[src/rtl/core/brle_pkg.sv]
package brle_pkg;

  localparam int RUN_COUNT_BITS_DEF = 24;
  localparam int TOTAL_W = 28;
  localparam logic [TOTAL_W-1:0] TOTAL_MAX = '1;
  localparam logic [7:0] RUN_CAP = 8'd255;
  localparam logic [3:0] CODE_W_MAX = 4'd8;

  localparam logic ACT_DATA = 1'b0;
  localparam logic ACT_END = 1'b1;

  localparam logic MODE_SCAN = 1'b0;
  localparam logic MODE_CODE = 1'b1;

  localparam logic KIND_RUN = 1'b0;
  localparam logic KIND_SUMMARY = 1'b1;

  localparam int CFG_IDX_W = 3;

  typedef enum logic [CFG_IDX_W-1:0] {
    REG_MODE         = 3'd0,
    REG_BASE_VALUE   = 3'd1,
    REG_BASE_REPEATS = 3'd2,
    REG_VALUE_BITS   = 3'd3,
    REG_REPEATS_BITS = 3'd4
  } cfg_reg_t;

  typedef struct packed {
    logic       mode;
    logic [7:0] base_value;
    logic [7:0] base_repeats;
    logic [3:0] value_bits;
    logic [3:0] repeats_bits;
  } cfg_t;

  // pending result between the run tracker and the output formatter
  typedef struct packed {
    logic       kind;
    logic       last;
    logic [7:0] value_code;
    logic [3:0] value_len;
    logic [7:0] repeats_code;
    logic [3:0] repeats_len;
    logic [7:0] low_value;
    logic [7:0] high_value;
    logic [7:0] low_repeats;
    logic [7:0] high_repeats;
  } pend_t;

  typedef struct packed {
    logic               kind;
    logic [7:0]         value_code;
    logic [3:0]         value_len;
    logic [7:0]         repeats_code;
    logic [3:0]         repeats_len;
    logic [7:0]         low_value;
    logic [7:0]         high_value;
    logic [7:0]         low_repeats;
    logic [7:0]         high_repeats;
    logic [TOTAL_W-1:0] total_bits;
    logic               last;
  } out_word_t;

  function automatic logic [3:0] clamp_width(input logic [3:0] w);
    return (w > CODE_W_MAX) ? CODE_W_MAX : w;
  endfunction

  // keep the low w bits, w already clamped to 8
  function automatic logic [7:0] code_cut(input logic [7:0] v, input logic [3:0] w);
    logic [8:0] mask;
    mask = (9'd1 << w) - 9'd1;
    return v & mask[7:0];
  endfunction

  // position of the highest set bit plus one, zero for zero
  function automatic logic [3:0] bits_needed(input logic [7:0] v);
    logic [3:0] n;
    n = 4'd0;
    for (int i = 0; i < 8; i++) begin
      if (v[i]) begin
        n = 4'(i + 1);
      end
    end
    return n;
  endfunction

endpackage

[src/rtl/core/brle_in_if.sv]
interface brle_in_if;
  logic       valid;
  logic       ready;
  logic       action;
  logic [7:0] data;

  modport source (output valid, output action, output data, input ready);
  modport sink (input valid, input action, input data, output ready);
endinterface

[src/rtl/core/brle_out_if.sv]
interface brle_out_if;
  logic        valid;
  logic        ready;
  logic        kind;
  logic [7:0]  value_code;
  logic [3:0]  value_len;
  logic [7:0]  repeats_code;
  logic [3:0]  repeats_len;
  logic [7:0]  low_value;
  logic [7:0]  high_value;
  logic [7:0]  low_repeats;
  logic [7:0]  high_repeats;
  logic [27:0] total_bits;
  logic        last;

  modport source (
    output valid, output kind, output value_code, output value_len,
    output repeats_code, output repeats_len, output low_value, output high_value,
    output low_repeats, output high_repeats, output total_bits, output last,
    input ready
  );
  modport sink (
    input valid, input kind, input value_code, input value_len,
    input repeats_code, input repeats_len, input low_value, input high_value,
    input low_repeats, input high_repeats, input total_bits, input last,
    output ready
  );
endinterface

[src/rtl/core/brle_cfg_if.sv]
interface brle_cfg_if;
  logic       valid;
  logic       ready;
  logic [2:0] idx;
  logic [7:0] wdata;

  modport source (output valid, output idx, output wdata, input ready);
  modport sink (input valid, input idx, input wdata, output ready);
endinterface

[src/rtl/core/brle_tracker.sv]
module brle_tracker
  import brle_pkg::*;
#(
  parameter int RUN_COUNT_BITS = RUN_COUNT_BITS_DEF
) (
  input  logic                      clk,
  input  logic                      rst_n,
  input  logic                      fire,
  input  logic                      action,
  input  logic [7:0]                data,
  input  cfg_t                      cfg,
  output logic                      res_valid,
  output pend_t                     res,
  output logic [RUN_COUNT_BITS-1:0] res_count
);

  logic [7:0]                run_byte_r, run_byte_nxt;
  logic [7:0]                run_len_r, run_len_nxt;
  logic [RUN_COUNT_BITS-1:0] run_total_r, run_total_nxt;
  logic [7:0]                seen_lv_r, seen_lv_nxt;
  logic [7:0]                seen_hv_r, seen_hv_nxt;
  logic [7:0]                seen_lr_r, seen_lr_nxt;
  logic [7:0]                seen_hr_r, seen_hr_nxt;

  logic [7:0]                cl_lv, cl_hv, cl_lr, cl_hr;
  logic [RUN_COUNT_BITS-1:0] cl_total;
  pend_t                     coded;
  pend_t                     summary;
  logic [3:0]                vb, rb;

  // statistics with the open run folded in
  assign cl_lv = (run_byte_r < seen_lv_r) ? run_byte_r : seen_lv_r;
  assign cl_hv = (run_byte_r > seen_hv_r) ? run_byte_r : seen_hv_r;
  assign cl_lr = (run_len_r < seen_lr_r) ? run_len_r : seen_lr_r;
  assign cl_hr = (run_len_r > seen_hr_r) ? run_len_r : seen_hr_r;
  assign cl_total = (&run_total_r) ? run_total_r
                                   : RUN_COUNT_BITS'(run_total_r + 1'b1);

  assign vb = clamp_width(cfg.value_bits);
  assign rb = clamp_width(cfg.repeats_bits);

  always_comb begin
    coded = '0;
    coded.kind = KIND_RUN;
    coded.value_code = code_cut(8'(run_byte_r - cfg.base_value), vb);
    coded.value_len = vb;
    coded.repeats_code = code_cut(8'(run_len_r - cfg.base_repeats), rb);
    coded.repeats_len = rb;

    summary = '0;
    summary.kind = KIND_SUMMARY;
    summary.last = 1'b1;
    if (run_len_r != 8'd0) begin
      summary.low_value = cl_lv;
      summary.high_value = cl_hv;
      summary.low_repeats = cl_lr;
      summary.high_repeats = cl_hr;
    end
  end

  always_comb begin
    run_byte_nxt = run_byte_r;
    run_len_nxt = run_len_r;
    run_total_nxt = run_total_r;
    seen_lv_nxt = seen_lv_r;
    seen_hv_nxt = seen_hv_r;
    seen_lr_nxt = seen_lr_r;
    seen_hr_nxt = seen_hr_r;
    res_valid = 1'b0;
    res = coded;
    res_count = '0;

    if (fire) begin
      if (action == ACT_DATA) begin
        priority if (run_len_r == 8'd0) begin
          run_byte_nxt = data;
          run_len_nxt = 8'd1;
          seen_lv_nxt = data;
          seen_hv_nxt = data;
        end else if (run_byte_r == data && run_len_r != RUN_CAP) begin
          run_len_nxt = 8'(run_len_r + 1'b1);
        end else begin
          seen_lv_nxt = cl_lv;
          seen_hv_nxt = cl_hv;
          seen_lr_nxt = cl_lr;
          seen_hr_nxt = cl_hr;
          run_total_nxt = cl_total;
          run_byte_nxt = data;
          run_len_nxt = 8'd1;
          res_valid = (cfg.mode == MODE_CODE);
        end
      end else begin
        if (cfg.mode == MODE_CODE) begin
          res_valid = (run_len_r != 8'd0);
          res = coded;
          res.last = 1'b1;
        end else begin
          res_valid = 1'b1;
          res = summary;
          res_count = (run_len_r != 8'd0) ? cl_total : '0;
        end
        // block ends, statistics start over
        run_byte_nxt = 8'd0;
        run_len_nxt = 8'd0;
        run_total_nxt = '0;
        seen_lv_nxt = 8'd0;
        seen_hv_nxt = 8'd0;
        seen_lr_nxt = 8'd255;
        seen_hr_nxt = 8'd0;
      end
    end
  end

  always_ff @(posedge clk) begin
    if (!rst_n) begin
      run_byte_r <= 8'd0;
      run_len_r <= 8'd0;
      run_total_r <= '0;
      seen_lv_r <= 8'd0;
      seen_hv_r <= 8'd0;
      seen_lr_r <= 8'd255;
      seen_hr_r <= 8'd0;
    end else begin
      run_byte_r <= run_byte_nxt;
      run_len_r <= run_len_nxt;
      run_total_r <= run_total_nxt;
      seen_lv_r <= seen_lv_nxt;
      seen_hv_r <= seen_hv_nxt;
      seen_lr_r <= seen_lr_nxt;
      seen_hr_r <= seen_hr_nxt;
    end
  end

endmodule

[src/rtl/core/brle_format.sv]
module brle_format
  import brle_pkg::*;
#(
  parameter int RUN_COUNT_BITS = RUN_COUNT_BITS_DEF
) (
  input  pend_t                     pend,
  input  logic [RUN_COUNT_BITS-1:0] count,
  output out_word_t                 word
);

  localparam int PROD_W = RUN_COUNT_BITS + 5;
  localparam int CMP_W = (PROD_W > TOTAL_W) ? PROD_W : TOTAL_W;

  logic [3:0]        vl, rl;
  logic [4:0]        width_sum;
  logic [PROD_W-1:0] prod;
  logic [CMP_W-1:0]  prod_ext;

  assign vl = bits_needed(8'(pend.high_value - pend.low_value));
  assign rl = bits_needed(8'(pend.high_repeats - pend.low_repeats));
  assign width_sum = 5'(vl) + 5'(rl);
  assign prod = PROD_W'(count) * PROD_W'(width_sum);
  assign prod_ext = CMP_W'(prod);

  always_comb begin
    word = '0;
    word.kind = pend.kind;
    word.last = pend.last;
    if (pend.kind == KIND_SUMMARY) begin
      word.value_len = vl;
      word.repeats_len = rl;
      word.low_value = pend.low_value;
      word.high_value = pend.high_value;
      word.low_repeats = pend.low_repeats;
      word.high_repeats = pend.high_repeats;
      word.total_bits = (prod_ext > CMP_W'(TOTAL_MAX)) ? TOTAL_MAX
                                                        : TOTAL_W'(prod_ext);
    end else begin
      word.value_code = pend.value_code;
      word.value_len = pend.value_len;
      word.repeats_code = pend.repeats_code;
      word.repeats_len = pend.repeats_len;
    end
  end

endmodule

[src/rtl/core/byte_run_length_scan_and_encode.sv]
// Byte run-length scanner and encoder. Takes one word per cycle and sustains one
// per cycle with no bubbles while the output side is ready; a result passes from
// the word that causes it through the input register, the run tracker into a
// pending register, then the summary math into the output register. Runs of equal bytes are capped at
// 255. In scan mode (mode 0) only the end-of-block word gives a result, a
// summary of the block; in code mode (mode 1) each closed run gives a coded
// word and the end-of-block word flushes the open run with last set. Ready
// follows the output handshake through the three registers combinationally.
// Write the configuration registers only while no word is in flight.
module byte_run_length_scan_and_encode
  import brle_pkg::*;
#(
  parameter int RUN_COUNT_BITS = RUN_COUNT_BITS_DEF
) (
  input  logic       clk,
  input  logic       rst_n,
  brle_in_if.sink    in_bus,
  brle_out_if.source out_bus,
  brle_cfg_if.sink   cfg_bus
);

  cfg_t cfg_r;

  logic       s1_valid_r;
  logic       s1_action_r;
  logic [7:0] s1_data_r;

  logic                      s2_valid_r;
  pend_t                     s2_pend_r;
  logic [RUN_COUNT_BITS-1:0] s2_count_r;

  logic      out_valid_r;
  out_word_t out_word_r;

  logic                      out_free, s2_go, s2_free, s1_go, in_fire;
  logic                      trk_valid;
  pend_t                     trk_pend;
  logic [RUN_COUNT_BITS-1:0] trk_count;
  out_word_t                 fmt_word;

  assign out_free = !out_valid_r || out_bus.ready;
  assign s2_go = s2_valid_r && out_free;
  assign s2_free = !s2_valid_r || s2_go;
  assign s1_go = s1_valid_r && s2_free;
  assign in_bus.ready = !s1_valid_r || s1_go;
  assign in_fire = in_bus.valid && in_bus.ready;

  assign cfg_bus.ready = 1'b1;

  always_ff @(posedge clk) begin
    if (!rst_n) begin
      cfg_r <= '0;
    end else if (cfg_bus.valid) begin
      unique case (cfg_reg_t'(cfg_bus.idx))
        REG_MODE:         cfg_r.mode <= cfg_bus.wdata[0];
        REG_BASE_VALUE:   cfg_r.base_value <= cfg_bus.wdata;
        REG_BASE_REPEATS: cfg_r.base_repeats <= cfg_bus.wdata;
        REG_VALUE_BITS:   cfg_r.value_bits <= cfg_bus.wdata[3:0];
        REG_REPEATS_BITS: cfg_r.repeats_bits <= cfg_bus.wdata[3:0];
        default: ;
      endcase
    end
  end

  brle_tracker #(
    .RUN_COUNT_BITS(RUN_COUNT_BITS)
  ) u_tracker (
    .clk       (clk),
    .rst_n     (rst_n),
    .fire      (s1_go),
    .action    (s1_action_r),
    .data      (s1_data_r),
    .cfg       (cfg_r),
    .res_valid (trk_valid),
    .res       (trk_pend),
    .res_count (trk_count)
  );

  brle_format #(
    .RUN_COUNT_BITS(RUN_COUNT_BITS)
  ) u_format (
    .pend  (s2_pend_r),
    .count (s2_count_r),
    .word  (fmt_word)
  );

  // valid bits
  always_ff @(posedge clk) begin
    if (!rst_n) begin
      s1_valid_r <= 1'b0;
      s2_valid_r <= 1'b0;
      out_valid_r <= 1'b0;
    end else begin
      if (in_fire) begin
        s1_valid_r <= 1'b1;
      end else if (s1_go) begin
        s1_valid_r <= 1'b0;
      end
      if (s1_go) begin
        s2_valid_r <= trk_valid;
      end else if (s2_go) begin
        s2_valid_r <= 1'b0;
      end
      if (s2_go) begin
        out_valid_r <= 1'b1;
      end else if (out_bus.ready) begin
        out_valid_r <= 1'b0;
      end
    end
  end

  // payload
  always_ff @(posedge clk) begin
    if (in_fire) begin
      s1_action_r <= in_bus.action;
      s1_data_r <= in_bus.data;
    end
    if (s1_go) begin
      s2_pend_r <= trk_pend;
      s2_count_r <= trk_count;
    end
    if (s2_go) begin
      out_word_r <= fmt_word;
    end
  end

  assign out_bus.valid = out_valid_r;
  assign out_bus.kind = out_word_r.kind;
  assign out_bus.value_code = out_word_r.value_code;
  assign out_bus.value_len = out_word_r.value_len;
  assign out_bus.repeats_code = out_word_r.repeats_code;
  assign out_bus.repeats_len = out_word_r.repeats_len;
  assign out_bus.low_value = out_word_r.low_value;
  assign out_bus.high_value = out_word_r.high_value;
  assign out_bus.low_repeats = out_word_r.low_repeats;
  assign out_bus.high_repeats = out_word_r.high_repeats;
  assign out_bus.total_bits = out_word_r.total_bits;
  assign out_bus.last = out_word_r.last;

endmodule

[src/flat_wrapper.sv]
// flat-port wrapper written by rule: the top's interface ports become plain ports
module byte_run_length_scan_and_encode_flat import brle_pkg::*;
#(
  parameter int RUN_COUNT_BITS = RUN_COUNT_BITS_DEF
)
  (clk, rst_n, in_bus_valid, in_bus_action, in_bus_data, in_bus_ready, out_bus_valid, out_bus_kind, out_bus_value_code, out_bus_value_len, out_bus_repeats_code, out_bus_repeats_len, out_bus_low_value, out_bus_high_value, out_bus_low_repeats, out_bus_high_repeats, out_bus_total_bits, out_bus_last, out_bus_ready, cfg_bus_valid, cfg_bus_idx, cfg_bus_wdata, cfg_bus_ready);
  brle_in_if in_bus_i ();
  brle_out_if out_bus_i ();
  brle_cfg_if cfg_bus_i ();
  input  logic clk;
  input  logic rst_n;
  input wire logic [$bits(in_bus_i.valid)-1:0] in_bus_valid;
  input wire logic [$bits(in_bus_i.action)-1:0] in_bus_action;
  input wire logic [$bits(in_bus_i.data)-1:0] in_bus_data;
  output wire logic [$bits(in_bus_i.ready)-1:0] in_bus_ready;
  output wire logic [$bits(out_bus_i.valid)-1:0] out_bus_valid;
  output wire logic [$bits(out_bus_i.kind)-1:0] out_bus_kind;
  output wire logic [$bits(out_bus_i.value_code)-1:0] out_bus_value_code;
  output wire logic [$bits(out_bus_i.value_len)-1:0] out_bus_value_len;
  output wire logic [$bits(out_bus_i.repeats_code)-1:0] out_bus_repeats_code;
  output wire logic [$bits(out_bus_i.repeats_len)-1:0] out_bus_repeats_len;
  output wire logic [$bits(out_bus_i.low_value)-1:0] out_bus_low_value;
  output wire logic [$bits(out_bus_i.high_value)-1:0] out_bus_high_value;
  output wire logic [$bits(out_bus_i.low_repeats)-1:0] out_bus_low_repeats;
  output wire logic [$bits(out_bus_i.high_repeats)-1:0] out_bus_high_repeats;
  output wire logic [$bits(out_bus_i.total_bits)-1:0] out_bus_total_bits;
  output wire logic [$bits(out_bus_i.last)-1:0] out_bus_last;
  input wire logic [$bits(out_bus_i.ready)-1:0] out_bus_ready;
  input wire logic [$bits(cfg_bus_i.valid)-1:0] cfg_bus_valid;
  input wire logic [$bits(cfg_bus_i.idx)-1:0] cfg_bus_idx;
  input wire logic [$bits(cfg_bus_i.wdata)-1:0] cfg_bus_wdata;
  output wire logic [$bits(cfg_bus_i.ready)-1:0] cfg_bus_ready;
  assign in_bus_i.valid = in_bus_valid;
  assign in_bus_i.action = in_bus_action;
  assign in_bus_i.data = in_bus_data;
  assign in_bus_ready = in_bus_i.ready;
  assign out_bus_valid = out_bus_i.valid;
  assign out_bus_kind = out_bus_i.kind;
  assign out_bus_value_code = out_bus_i.value_code;
  assign out_bus_value_len = out_bus_i.value_len;
  assign out_bus_repeats_code = out_bus_i.repeats_code;
  assign out_bus_repeats_len = out_bus_i.repeats_len;
  assign out_bus_low_value = out_bus_i.low_value;
  assign out_bus_high_value = out_bus_i.high_value;
  assign out_bus_low_repeats = out_bus_i.low_repeats;
  assign out_bus_high_repeats = out_bus_i.high_repeats;
  assign out_bus_total_bits = out_bus_i.total_bits;
  assign out_bus_last = out_bus_i.last;
  assign out_bus_i.ready = out_bus_ready;
  assign cfg_bus_i.valid = cfg_bus_valid;
  assign cfg_bus_i.idx = cfg_bus_idx;
  assign cfg_bus_i.wdata = cfg_bus_wdata;
  assign cfg_bus_ready = cfg_bus_i.ready;
  byte_run_length_scan_and_encode #(.RUN_COUNT_BITS(RUN_COUNT_BITS)) u_core (.clk(clk), .rst_n(rst_n), .in_bus(in_bus_i), .out_bus(out_bus_i), .cfg_bus(cfg_bus_i));
endmodule
[config.mk]
export PLATFORM = sky130hd
export DESIGN_NAME = byte_run_length_scan_and_encode_flat
export DESIGN_NICKNAME = d
export VERILOG_FILES = /design/src/rtl/core/brle_pkg.sv /design/src/rtl/core/brle_in_if.sv /design/src/rtl/core/brle_out_if.sv /design/src/rtl/core/brle_cfg_if.sv /design/src/rtl/core/brle_tracker.sv /design/src/rtl/core/brle_format.sv /design/src/rtl/core/byte_run_length_scan_and_encode.sv /design/src/flat_wrapper.sv
export SDC_FILE = /design/constraint.sdc
export NUM_CORES = 1
export LEC_CHECK = 0
export ABC_AREA = 1
export BUFFER_PORTS_ARGS = -buffer_cell sky130_fd_sc_hd__buf_2
export CORE_AREA = 2 2 192 194
export DETAILED_ROUTE_END_ITERATION = 10
export DIE_AREA = 0 0 194 196
export PLACE_DENSITY = 0.7
export SYNTH_ARGS = -nofsm -noshare
export SYNTH_HDL_FRONTEND = slang
export SYNTH_SLANG_ARGS = --single-unit
[constraint.sdc]
create_clock -name clk -period 8.2 [get_ports clk]
set_clock_uncertainty 0.15 [all_clocks]
set_input_delay 0.41 -clock clk [delete_from_list [all_inputs] [get_ports clk]]
set_output_delay 0.41 -clock clk [all_outputs]
set_load 0.05 [all_outputs]
==> key figures, run 1 <==
STA
  • Final setup viols: 0
  • Final Hold Vio Count: 0
  • RSZ-0062 raised after global routing: false
  • Slew @ Worst Pin: 1.032 ns
  • Rel. slew slack: 30.81%
  • Period utilisation layout: 90.17%
  • Tmin final: 7.394 ns
  • Setup TNS: 0 ns
  • Max-slew violations: 0
  • Max Freq: 135.2 MHz

Drt
  • Drt first-iter violations: 1295
  • Vias: 15970
  • Residual DRC: 0
  • Routed wire per std cell: 15.68 um
  • DR pass1 iterations: 6
  • DRT Wirelength: 47710 um
  • Via-to-Cell Ratio: 5.248
  • Post-route ant nets: 0

Run
  • Max Cap Viol: 0

Place
  • Routability cong.: 0.9768
  • DP Area: 19640 um^2
  • PortBufs: 112
  • DP Wirelength: 36250 um

Critical path
  • CP most frequent cell: nand2_1
  • CP required: 8.51 ns
  • Peak per-stage delay on the critical path: 0.76 ns
  • Crit Path Category: flip-flop to flip-flop
  • Max stage delay cell, worst path: a31oi_2
  • Critical Path AT: 7.70 ns
  • Crit. End Element: flip-flop
  • CP startpoint kind: flip-flop
  • Max Fanout on Critical Path: 19
  • Reg2reg path depth: 28

Synthesis
  • Synth Area in Compound Gates: 6.705%
  • Synth Area in Adders: 14.52%
  • Synthesized area: 18750 um^2
  • Yosys warning count: 0
  • Net count after synthesis: 2645
  • Largest family of logic cells by synthesized area: simple AND/OR/NAND/NOR gates
  • Cell count after synthesis: 2445
  • Post-synthesis sequential area ratio: 39.02%
  • Syn avg cell area: 7.670 um^2
  • Mux cell area share after synthesis: 0%
  • Synth Area in XOR/XNOR: 2.382%
  • Synth unique cells: 48
  • Yosys reg bits: 277
  • Simple-gate share of the synthesized area: 26.17%

CTS
  • Post-cts resize count: 0
  • Clk_lat worst skew: 0.58 ns
  • H-tree depth: 1
  • Root Buffer: clkbuf_16
  • CTS sink cnt: 277
  • Hold-fix buffers, CTS: 15
  • Clk pin slew, worst setup/hold paths: 0.06 ns
  • Post-CTS Setup Bufs: 0
  • TritonCTS clock tree: done
  • Clk buf depth: 3
  • CTS Buf Count: 31

Final layout
  • Commonest non-fill, non-tap cell in the layout: nand2_1
  • Post-layout instance area: 20780 um^2
  • Final core utilization: 57.60%
  • Most frequent cells in the layout: nand2_1 (696), inv_1 (460), nor2_1 (220), edfxtp_1 (177), nand3_1 (172)
  • Synth-to-Final Area Change: 10.83%
  • Share of layout cells above drive strength 1: 8.388%
  • Layout Nets: 2751
  • # diodes: 0
  • Filler cells: 3351

Floorplanning
  • Die area: 38020 um^2
  • Number of I/O pins: 114
  • DIE WIDTH: 194 um
  • Core Footprint: 36080 um^2
  • Initial Util: 51.97%
  • Row cnt: 70
  • Chip height: 196 um

Global route
  • First-pass GRT wire length: 78290 um
  • Congestion Overflow GR: 0
  • Total track usage: 25.19%
  • Initial antenna violation count: 0
  • Pin count of the biggest net entering global routing: 76
  • Vias in the first global route: 15480

Min path
  • Hold Path Cell Cnt: 3
  • Worst Hold Class: primary input to flip-flop

Outcome
  • Outcome: finished, final reports clean
==> through the flow <==
| stage | hold slack, ns | setup WS [ns] | instances |
|---|---|---|---|
| 2_1_floorplan | 0.2503 | 1.878 | 2445 |
| 3_3_place_gp | 0.2939 | 0.9025 | 2971 |
| 3_5_place_dp | 0.2728 | 0.8503 | 2971 |
| 4_1_cts | 0.006651 | 0.8352 | 3043 |
| 5_1_grt | 0.02829 | 0.1744 | 3043 |
| 6_report | 0.02377 | 0.8057 | 3043 |
==> layer usage <==
layer / track usage (%) / vias to the layer above / routed length (um)
li1: - / 7889 / -
met2: 42.53 / 497 / 22500
met4: 6.930 / 0 / 1068
met5: 0 / - / 0
met1: 34.58 / 7510 / 21410
met3: 2.751 / 73 / 2734
==> cell families after synthesis <==
family / Yosys count
compound gates: 233
xor+xnor: 51
fa+ha+maj: 175
buf+inv: 532
flops: 277
other cells: 1
simple gates: 1176
==> worst paths after layout <==
kind	from	to	slack, ns
worst max-delay path	u_core.s2_pend_r[18]	u_core.out_bus.total_bits[3]	0.81
worst min-delay path	cfg_bus_wdata[2]	u_core.cfg_r[10]	0.02
worst max register to register	u_core.s2_pend_r[18]	u_core.out_bus.total_bits[3]	0.81
worst min register to register	u_core.cfg_r[22]	u_core.cfg_r[22]	0.31
==> cell usage after synthesis (all sizes together) <==
cell	number	area (um^2)
nand2	704	2678
inv	469	1760
nor2	224	869.6
edfxtp	177	5315
nand3	175	890.9
a21oi	161	832.1
ha	104	1301
dfxtp	100	2002
fa	71	1421
o21ai	50	261.5
clkbuf	36	135.1
nand4	31	200.2
buf	26	200.2
xor2	26	227.7
xnor2	25	219.0
nor3	19	100.1
nand3b	11	90.08
or2	6	37.54
o21a	5	37.54
o21bai	4	30.03
a31oi	3	18.77
and2	3	18.77
nor3b	3	22.52
o211ai	3	22.52
o22ai	2	12.51
a21boi	1	7.510
a21o	1	7.510
clkinv	1	3.750
conb	1	3.750
o2111a	1	11.26
o221ai	1	8.760
o31ai	1	7.510
==> critical path, delay by kind of cell (launching register included) <==
family                   cells  cell delay (ns)
buffers and inverters        6             0.65
adder cells (fa/ha/maj)      6             2.72
AND/OR/NAND/NOR             11             1.43
XOR/XNOR                     1             0.47
flip-flops                   1             0.43
AO/OA/AOI/OAI                4             1.41
==> final cells by class <==
class / instances / area (um^2) / share of cell area (%)
Tap cell: 468 / 585.6 / 2.817
Inverter: 470 / 1765 / 8.494
Clock inverter: 23 / 183.9 / 0.8849
Sequential cell: 277 / 7317 / 35.20
Multi-Input combinational cell: 1636 / 9355 / 45.01
Timing Repair Buffer: 135 / 770.7 / 3.708
Clock buffer: 34 / 807.0 / 3.883
==> state kept, by name, indices dropped and copies added, names as in the netlist, 24 cells and up <==
signal / flops
u_core.s2_count_r: 24
u_core.cfg_r: 25
u_core.u_tracker.run_total_r: 24
u_core.s2_pend_r: 58
u_core.out_bus.total_bits: 28
Power of run 1 is left out: the tool's default activity adds up to more than one toggle a clock period on the data nets, which glitch-free logic cannot reach.
==> run 2, diff against run 1 <==
--- a/config.mk
+++ b/config.mk
@@ -5,11 +5,10 @@
 export SDC_FILE = /design/constraint.sdc
 export NUM_CORES = 1
 export LEC_CHECK = 0
-export ABC_AREA = 1
 export BUFFER_PORTS_ARGS = -buffer_cell sky130_fd_sc_hd__buf_2
-export CORE_AREA = 2 2 192 194
+export CORE_AREA = 2 2 185 187
 export DETAILED_ROUTE_END_ITERATION = 10
-export DIE_AREA = 0 0 194 196
+export DIE_AREA = 0 0 187 189
 export PLACE_DENSITY = 0.7
 export SYNTH_ARGS = -nofsm -noshare
 export SYNTH_HDL_FRONTEND = slang
==> key figures, run 2 <==
Synthesis
  • Synth top area cells: edfxtp_1 (31%), dfxtp_1 (12%), fa_1 (8.2%)
  • Syn avg cell area: 9.949 um^2 (+30%)
  • Synthesized area: 17400 um^2 (-7.2%)
  • Async SR Flop Fraction: 0% (unchanged)
  • Yosys warning count: 0 (unchanged)
  • Most common cell in the netlist: edfxtp_1
  • Cell count after synthesis: 1749 (-28%)
  • Commonest cells in the synthesized netlist: edfxtp_1 (177), inv_1 (175), nor2_1 (172)
  • Post-synth top area cell: edfxtp_1
  • Yosys reg bits: 277 (unchanged)
  • Net count after synthesis: 1949 (-26%)
  • Synth unique cells: 73 (+52%)
  • EDFF count, synth: 177 (unchanged)
  • Post-synthesis sequential area ratio: 42.05% (+3.0 points)
  • Post-synth top area share: 30.55% (+2.2 points)
  • Top_reg_cell synth: edfxtp_1

Critical path
  • Crit Path Category: flip-flop to flip-flop
  • Critical Path AT: 7.75 ns (+0.05 ns)
  • Max Fanout on Critical Path: 24 (+5)
  • Crit. End Element: flip-flop
  • FF-to-FF setup slack: 0.61 ns (-0.20 ns)
  • CP top delay family: adder cells
  • CP required: 8.36 ns (-0.15 ns)
  • Peak per-stage delay on the critical path: 0.54 ns (-0.22 ns)
  • Worst path bufs/invs: 4 (-2)
  • Max stage delay cell, worst path: fa_1
  • CP most frequent cell: fa_1
  • CP startpoint kind: flip-flop

Final layout
  • Area of the multi-input gates: 9205 um^2 (-1.6%)
  • Post-layout instance area: 19550 um^2 (-5.9%)
  • Layout Nets: 2052 (-25%)
  • Most flops, register: u_core.s2_pend_r
  • Commonest non-fill, non-tap cell in the layout: edfxtp_1
  • # diodes: 0 (unchanged)
  • Filler cells: 2786 (-17%)
  • Final core utilization: 58.75% (+1.2 points)
  • Synth-to-Final Area Change: 12.38%
  • Share of layout cells above drive strength 1: 10.99% (+2.6 points)
  • FF+latch area: 7317 um^2 (unchanged)
  • Max reg flops: 58 (unchanged)
  • Most frequent cells in the layout: edfxtp_1 (177), inv_1 (174), nor2_1 (172), nand2_1 (122), buf_2 (112)

STA
  • Period utilisation layout: 92.59% (+2.4 points)
  • Final setup viols: 0 (unchanged)
  • Max Freq: 131.7 MHz (-2.6%)
  • Max-slew violations: 0 (unchanged)
  • Tmin final: 7.592 ns (+0.1980 ns)
  • RSZ-0062 raised after global routing: false
  • Setup TNS: 0 ns (unchanged)
  • Hold slack: 0.01399 ns (-0.009775 ns)
  • Rel. slew slack: 19.33% (-11 points)
  • Slew @ Worst Pin: 1.209 ns (+0.1764 ns)
  • Final Hold Vio Count: 0 (unchanged)

Place
  • DP Area: 18310 um^2 (-6.8%)
  • PortBufs: 112 (unchanged)
  • DP Wirelength: 26900 um (-26%)
  • Routability cong.: 0.8516 (-13%)

CTS
  • Clk_lat worst skew: 0.56 ns (-0.02 ns)
  • Root Buffer: clkbuf_16
  • TritonCTS clock tree: done
  • CTS Buf Count: 30 (-3.2%)
  • H-tree depth: 1 (unchanged)
  • Clk buf depth: 3 (unchanged)
  • CTS sink cnt: 277 (unchanged)
  • Clk pin slew, worst setup/hold paths: 0.06 ns (about the same)

Drt
  • DR pass1 iterations: 5 (-1)
  • DRT Wirelength: 36920 um (-23%)
  • Residual DRC: 0 (unchanged)
  • Routed wire per std cell: 15.89 um (+1.4%)
  • Via-to-Cell Ratio: 5.384 (+2.6%)
  • Vias: 12510 (-22%)
  • Drt first-iter violations: 856 (-34%)
  • Post-route ant nets: 0 (unchanged)

Run
  • Max Cap Viol: 0 (unchanged)

Floorplanning
  • DIE WIDTH: 187 um (-3.6%)
  • Die area: 35340 um^2 (-7.1%)
  • Core Footprint: 33280 um^2 (-7.8%)
  • Initial Util: 52.28% (+0.31 points)
  • Row cnt: 67 (-4.3%)
  • Number of I/O pins: 114 (unchanged)
  • Chip height: 189 um (-3.6%)

Global route
  • Vias in the first global route: 12150 (-21%)
  • Total track usage: 20.99% (-4.2 points)
  • Pin count of the biggest net entering global routing: 74 (-2.6%)
  • Congestion Overflow GR: 0 (unchanged)
  • Initial antenna violation count: 1 (+1)
  • First-pass GRT wire length: 61350 um (-22%)

Min path
  • Worst Hold Class: primary input to flip-flop

Outcome
  • Outcome: finished, final reports clean
-- run 2: kinds of logic (layout without fill, tap and decap cells) --
| family | Yosys count | count (layout) | synth area share, % |
|---|---|---|---|
| AND/OR/NAND/NOR | 613 | 613 | 18.15 |
| buffers and inverters | 248 | 373 | 5.530 |
| adder cells (fa/ha/maj) | 175 | 175 | 15.65 |
| multiplexers | 47 | 47 | 2.754 |
| flip-flops | 277 | 277 | 42.05 |
| other | 1 | 1 | 0.02155 |
| AO/OA/AOI/OAI | 307 | 307 | 11.73 |
| XOR/XNOR | 81 | 82 | 4.120 |
-- run 2: final timing paths --
check | to | cells past startpoint | from
setup / recovery | u_core.out_bus.total_bits[22] | 30 | u_core.s2_pend_r[8]
hold / removal | u_core.cfg_r[10] | 3 | cfg_bus_wdata[2]
setup reg to reg | u_core.out_bus.total_bits[22] | 30 | u_core.s2_pend_r[8]
hold reg to reg | u_core.cfg_r[13] | 2 | u_core.cfg_r[13]
-- run 2: stage by stage --
stage               setup WS, ns  cells
finish                    0.6077   2323
detailed placement       0.09106   2247
CTS                      0.05240   2319
floorplan                 0.8160   1749
global route             0.01905   2323
global placement          0.3854   2247
-- run 2: area by class of cell --
| type | instances | share of cell area (%) |
|---|---|---|
| clock buffer | 38 | 4.153 |
| tap | 448 | 2.867 |
| multi-input combinational | 1225 | 47.08 |
| sequential | 277 | 37.42 |
| inverter | 175 | 3.366 |
| timing repair buffer | 143 | 4.358 |
| clock inverter | 17 | 0.7615 |
-- run 2: timing repair --
action	4_1_cts	5_1_grt
endpoints found under the hold margin	21	0
setup endpoints to repair	0	28
gates resized for setup	0	14
hold buffers	17	0
buffers inserted	0	3
-- run 2: worst min-delay path, stage by stage --
cell and delay (ns):
buf_2 0.13, nand2_1 0.06, a21boi_0 0.07
-- run 2: routing by layer --
layer	track usage [%]	vias to the layer above	part of all wire, %
li1	-	6201	-
met3	2.688	58	5.0
met5	0	-	0
met1	31.11	5945	49
met4	6.288	0	2.7
met2	32.21	302	43
Power of run 2 is left out for the same reason.
==> run 3, diff against run 2 <==
--- a/config.mk
+++ b/config.mk
@@ -6,10 +6,13 @@
 export NUM_CORES = 1
 export LEC_CHECK = 0
 export BUFFER_PORTS_ARGS = -buffer_cell sky130_fd_sc_hd__buf_2
-export CORE_AREA = 2 2 185 187
+export CELL_PAD_IN_SITES_DETAIL_PLACEMENT = 1
+export CELL_PAD_IN_SITES_GLOBAL_PLACEMENT = 2
+export CORE_AREA = 2 2 212 214
+export CTS_CLUSTER_DIAMETER = 150
 export DETAILED_ROUTE_END_ITERATION = 10
-export DIE_AREA = 0 0 187 189
-export PLACE_DENSITY = 0.7
+export DIE_AREA = 0 0 214 216
+export PLACE_DENSITY_LB_ADDON = 0.1
 export SYNTH_ARGS = -nofsm -noshare
 export SYNTH_HDL_FRONTEND = slang
 export SYNTH_SLANG_ARGS = --single-unit
==> key figures, run 3 (synthesis results as in run 2) <==
Outcome
  • Outcome: finished, final reports clean

Global route
  • M3 GR Usage: 2.960% (+0.27 points)
  • Pin count of the biggest net entering global routing: 65 (-12%)
  • First-pass GRT wire length: 73110 um (+19%)
  • Total track usage: 19.86% (-1.1 points)
  • Initial antenna violation count: 0 (-1)
  • Global-route met2 utilization: 32.94% (+0.73 points)
  • Vias in the first global route: 13220 (+8.8%)
  • Congestion Overflow GR: 0 (unchanged)
  • Most crowded layer after global routing: met2
  • Met1 GRT Util: 27.18% (-3.9 points)

CTS
  • H-tree depth: 2 (+1)
  • Root Buffer: clkbuf_16
  • CTS sink cnt: 277 (unchanged)
  • Clk pin slew, worst setup/hold paths: 0.06 ns (about the same)
  • Post-CTS Setup Bufs: 0 (unchanged)
  • Clk_lat worst skew: 0.54 ns (-0.02 ns)
  • TritonCTS clock tree: done
  • CTS Buf Count: 35 (+17%)
  • Clk buf depth: 3 (unchanged)

Critical path
  • Crit. End Element: flip-flop
  • Max stage delay cell, worst path: fa_1
  • Peak per-stage delay on the critical path: 0.56 ns (+0.02 ns)
  • Max Fanout on Critical Path: 24 (unchanged)
  • Critical Path AT: 7.79 ns (+0.04 ns)
  • CP most frequent cell: fa_1
  • Crit Path Category: flip-flop to flip-flop
  • CP required: 8.34 ns (-0.02 ns)
  • CP startpoint kind: flip-flop

Final layout
  • Area of the multi-input gates: 9169 um^2 (-0.39%)
  • FF+latch area: 7317 um^2 (unchanged)
  • Layout Nets: 2061 (+0.44%)
  • Filler cells: 4919 (+77%)
  • Max reg flops: 58 (unchanged)
  • Synth-to-Final Area Change: 14.10%
  • Most flops, register: u_core.s2_pend_r
  • Commonest non-fill, non-tap cell in the layout: edfxtp_1
  • Share of layout cells above drive strength 1: 11.55% (+0.57 points)
  • # diodes: 0 (unchanged)
  • Most frequent cells in the layout: edfxtp_1 (177), inv_1 (174), nor2_1 (172), nand2_1 (122), buf_2 (112)
  • Final core utilization: 45.29% (-13 points)

Floorplanning
  • DIE WIDTH: 214 um (+14%)
  • Die area: 46220 um^2 (+31%)
  • Row cnt: 77 (+15%)
  • Core Footprint: 43840 um^2 (+32%)
  • Chip height: 216 um (+14%)
  • Initial Util: 39.69% (-13 points)
  • Number of I/O pins: 114 (unchanged)

Drt
  • Residual DRC: 0 (unchanged)
  • Post-route ant nets: 0 (unchanged)
  • Vias: 12610 (+0.85%)
  • Routed wire per std cell: 18.46 um (+16%)
  • Via-to-Cell Ratio: 5.088 (-5.5%)
  • DRT Wirelength: 45770 um (+24%)
  • DR pass1 iterations: 5 (unchanged)
  • Drt first-iter violations: 585 (-32%)

STA
  • Final Hold Vio Count: 0 (unchanged)
  • Rel. slew slack: 27.61% (+8.3 points)
  • Slew @ Worst Pin: 1.085 ns (-0.1235 ns)
  • Max-slew violations: 0 (unchanged)
  • Hold slack: 0.02537 ns (+0.01138 ns)
  • Setup TNS: 0 ns (unchanged)
  • Final setup viols: 0 (unchanged)
  • Period utilisation layout: 93.29% (+0.70 points)
  • Max Freq: 130.7 MHz (-0.75%)
  • RSZ-0062 raised after global routing: false
  • Tmin final: 7.650 ns (+0.05718 ns)

Place
  • DP Wirelength: 33970 um (+26%)
  • Routability cong.: 0.7837 (-8.0%)
  • PortBufs: 112 (unchanged)

Run
  • Max Cap Viol: 0 (unchanged)

Min path
  • Worst Hold Class: primary input to flip-flop
## run 3: worst max-delay path, delay by kind of cell, from the launching register on
family          cells  cell delay [ns]
flops               1             0.40
buf+inv             4             0.47
fa+ha+maj           8             3.23
xor+xnor            2             0.31
compound gates     13             2.46
simple gates        4             0.37
## run 3: path summary, 6_finish.rpt
path              slack, ns                             to                 start  cells past startpoint
setup / recovery       0.55  u_core.out_bus.total_bits[25]   u_core.s2_pend_r[8]                     31
hold / removal         0.03               u_core.cfg_r[20]      cfg_bus_wdata[4]                      3
setup reg to reg       0.55  u_core.out_bus.total_bits[25]   u_core.s2_pend_r[8]                     31
hold reg to reg        0.28            u_core.out_bus.last  u_core.s2_pend_r[56]                      0
## run 3: stage by stage
step                      area (um^2)  cells  worst slack, ns
after floorplan                 17400   1749           0.8160
after global placement          18610   2404           0.4334
after detailed placement        18610   2404           0.3221
after CTS                       19820   2479           0.3032
after global routing            19850   2479          0.01661
final                           19850   2479           0.5505
## run 3: what timing repair did
| item | in CTS | in global routing |
|---|---|---|
| hold buffers | 12 | 0 |
| resized for setup | 0 | 10 |
| setup endpoints to repair | 0 | 28 |
| hold endpoints to repair | 14 | 0 |
## run 3: metal layers
layer | vias to the layer above | part of all wire [%] | wire length [um]
met5 | - | 0 | 0
met4 | 0 | 2.0 | 915
met3 | 56 | 2.7 | 1213
met2 | 148 | 47 | 21310
met1 | 6204 | 49 | 22330
li1 | 6204 | - | -
## run 3: cell type report
class	count	area share, %
clock buffers	51	4.916
clock inverters	12	0.5420
inverters	175	3.315
multi-input cells	1224	46.18
flip-flops and latches	277	36.85
well taps	592	3.731
repair buffers	148	4.462
Power of run 3 is left out for the same reason.
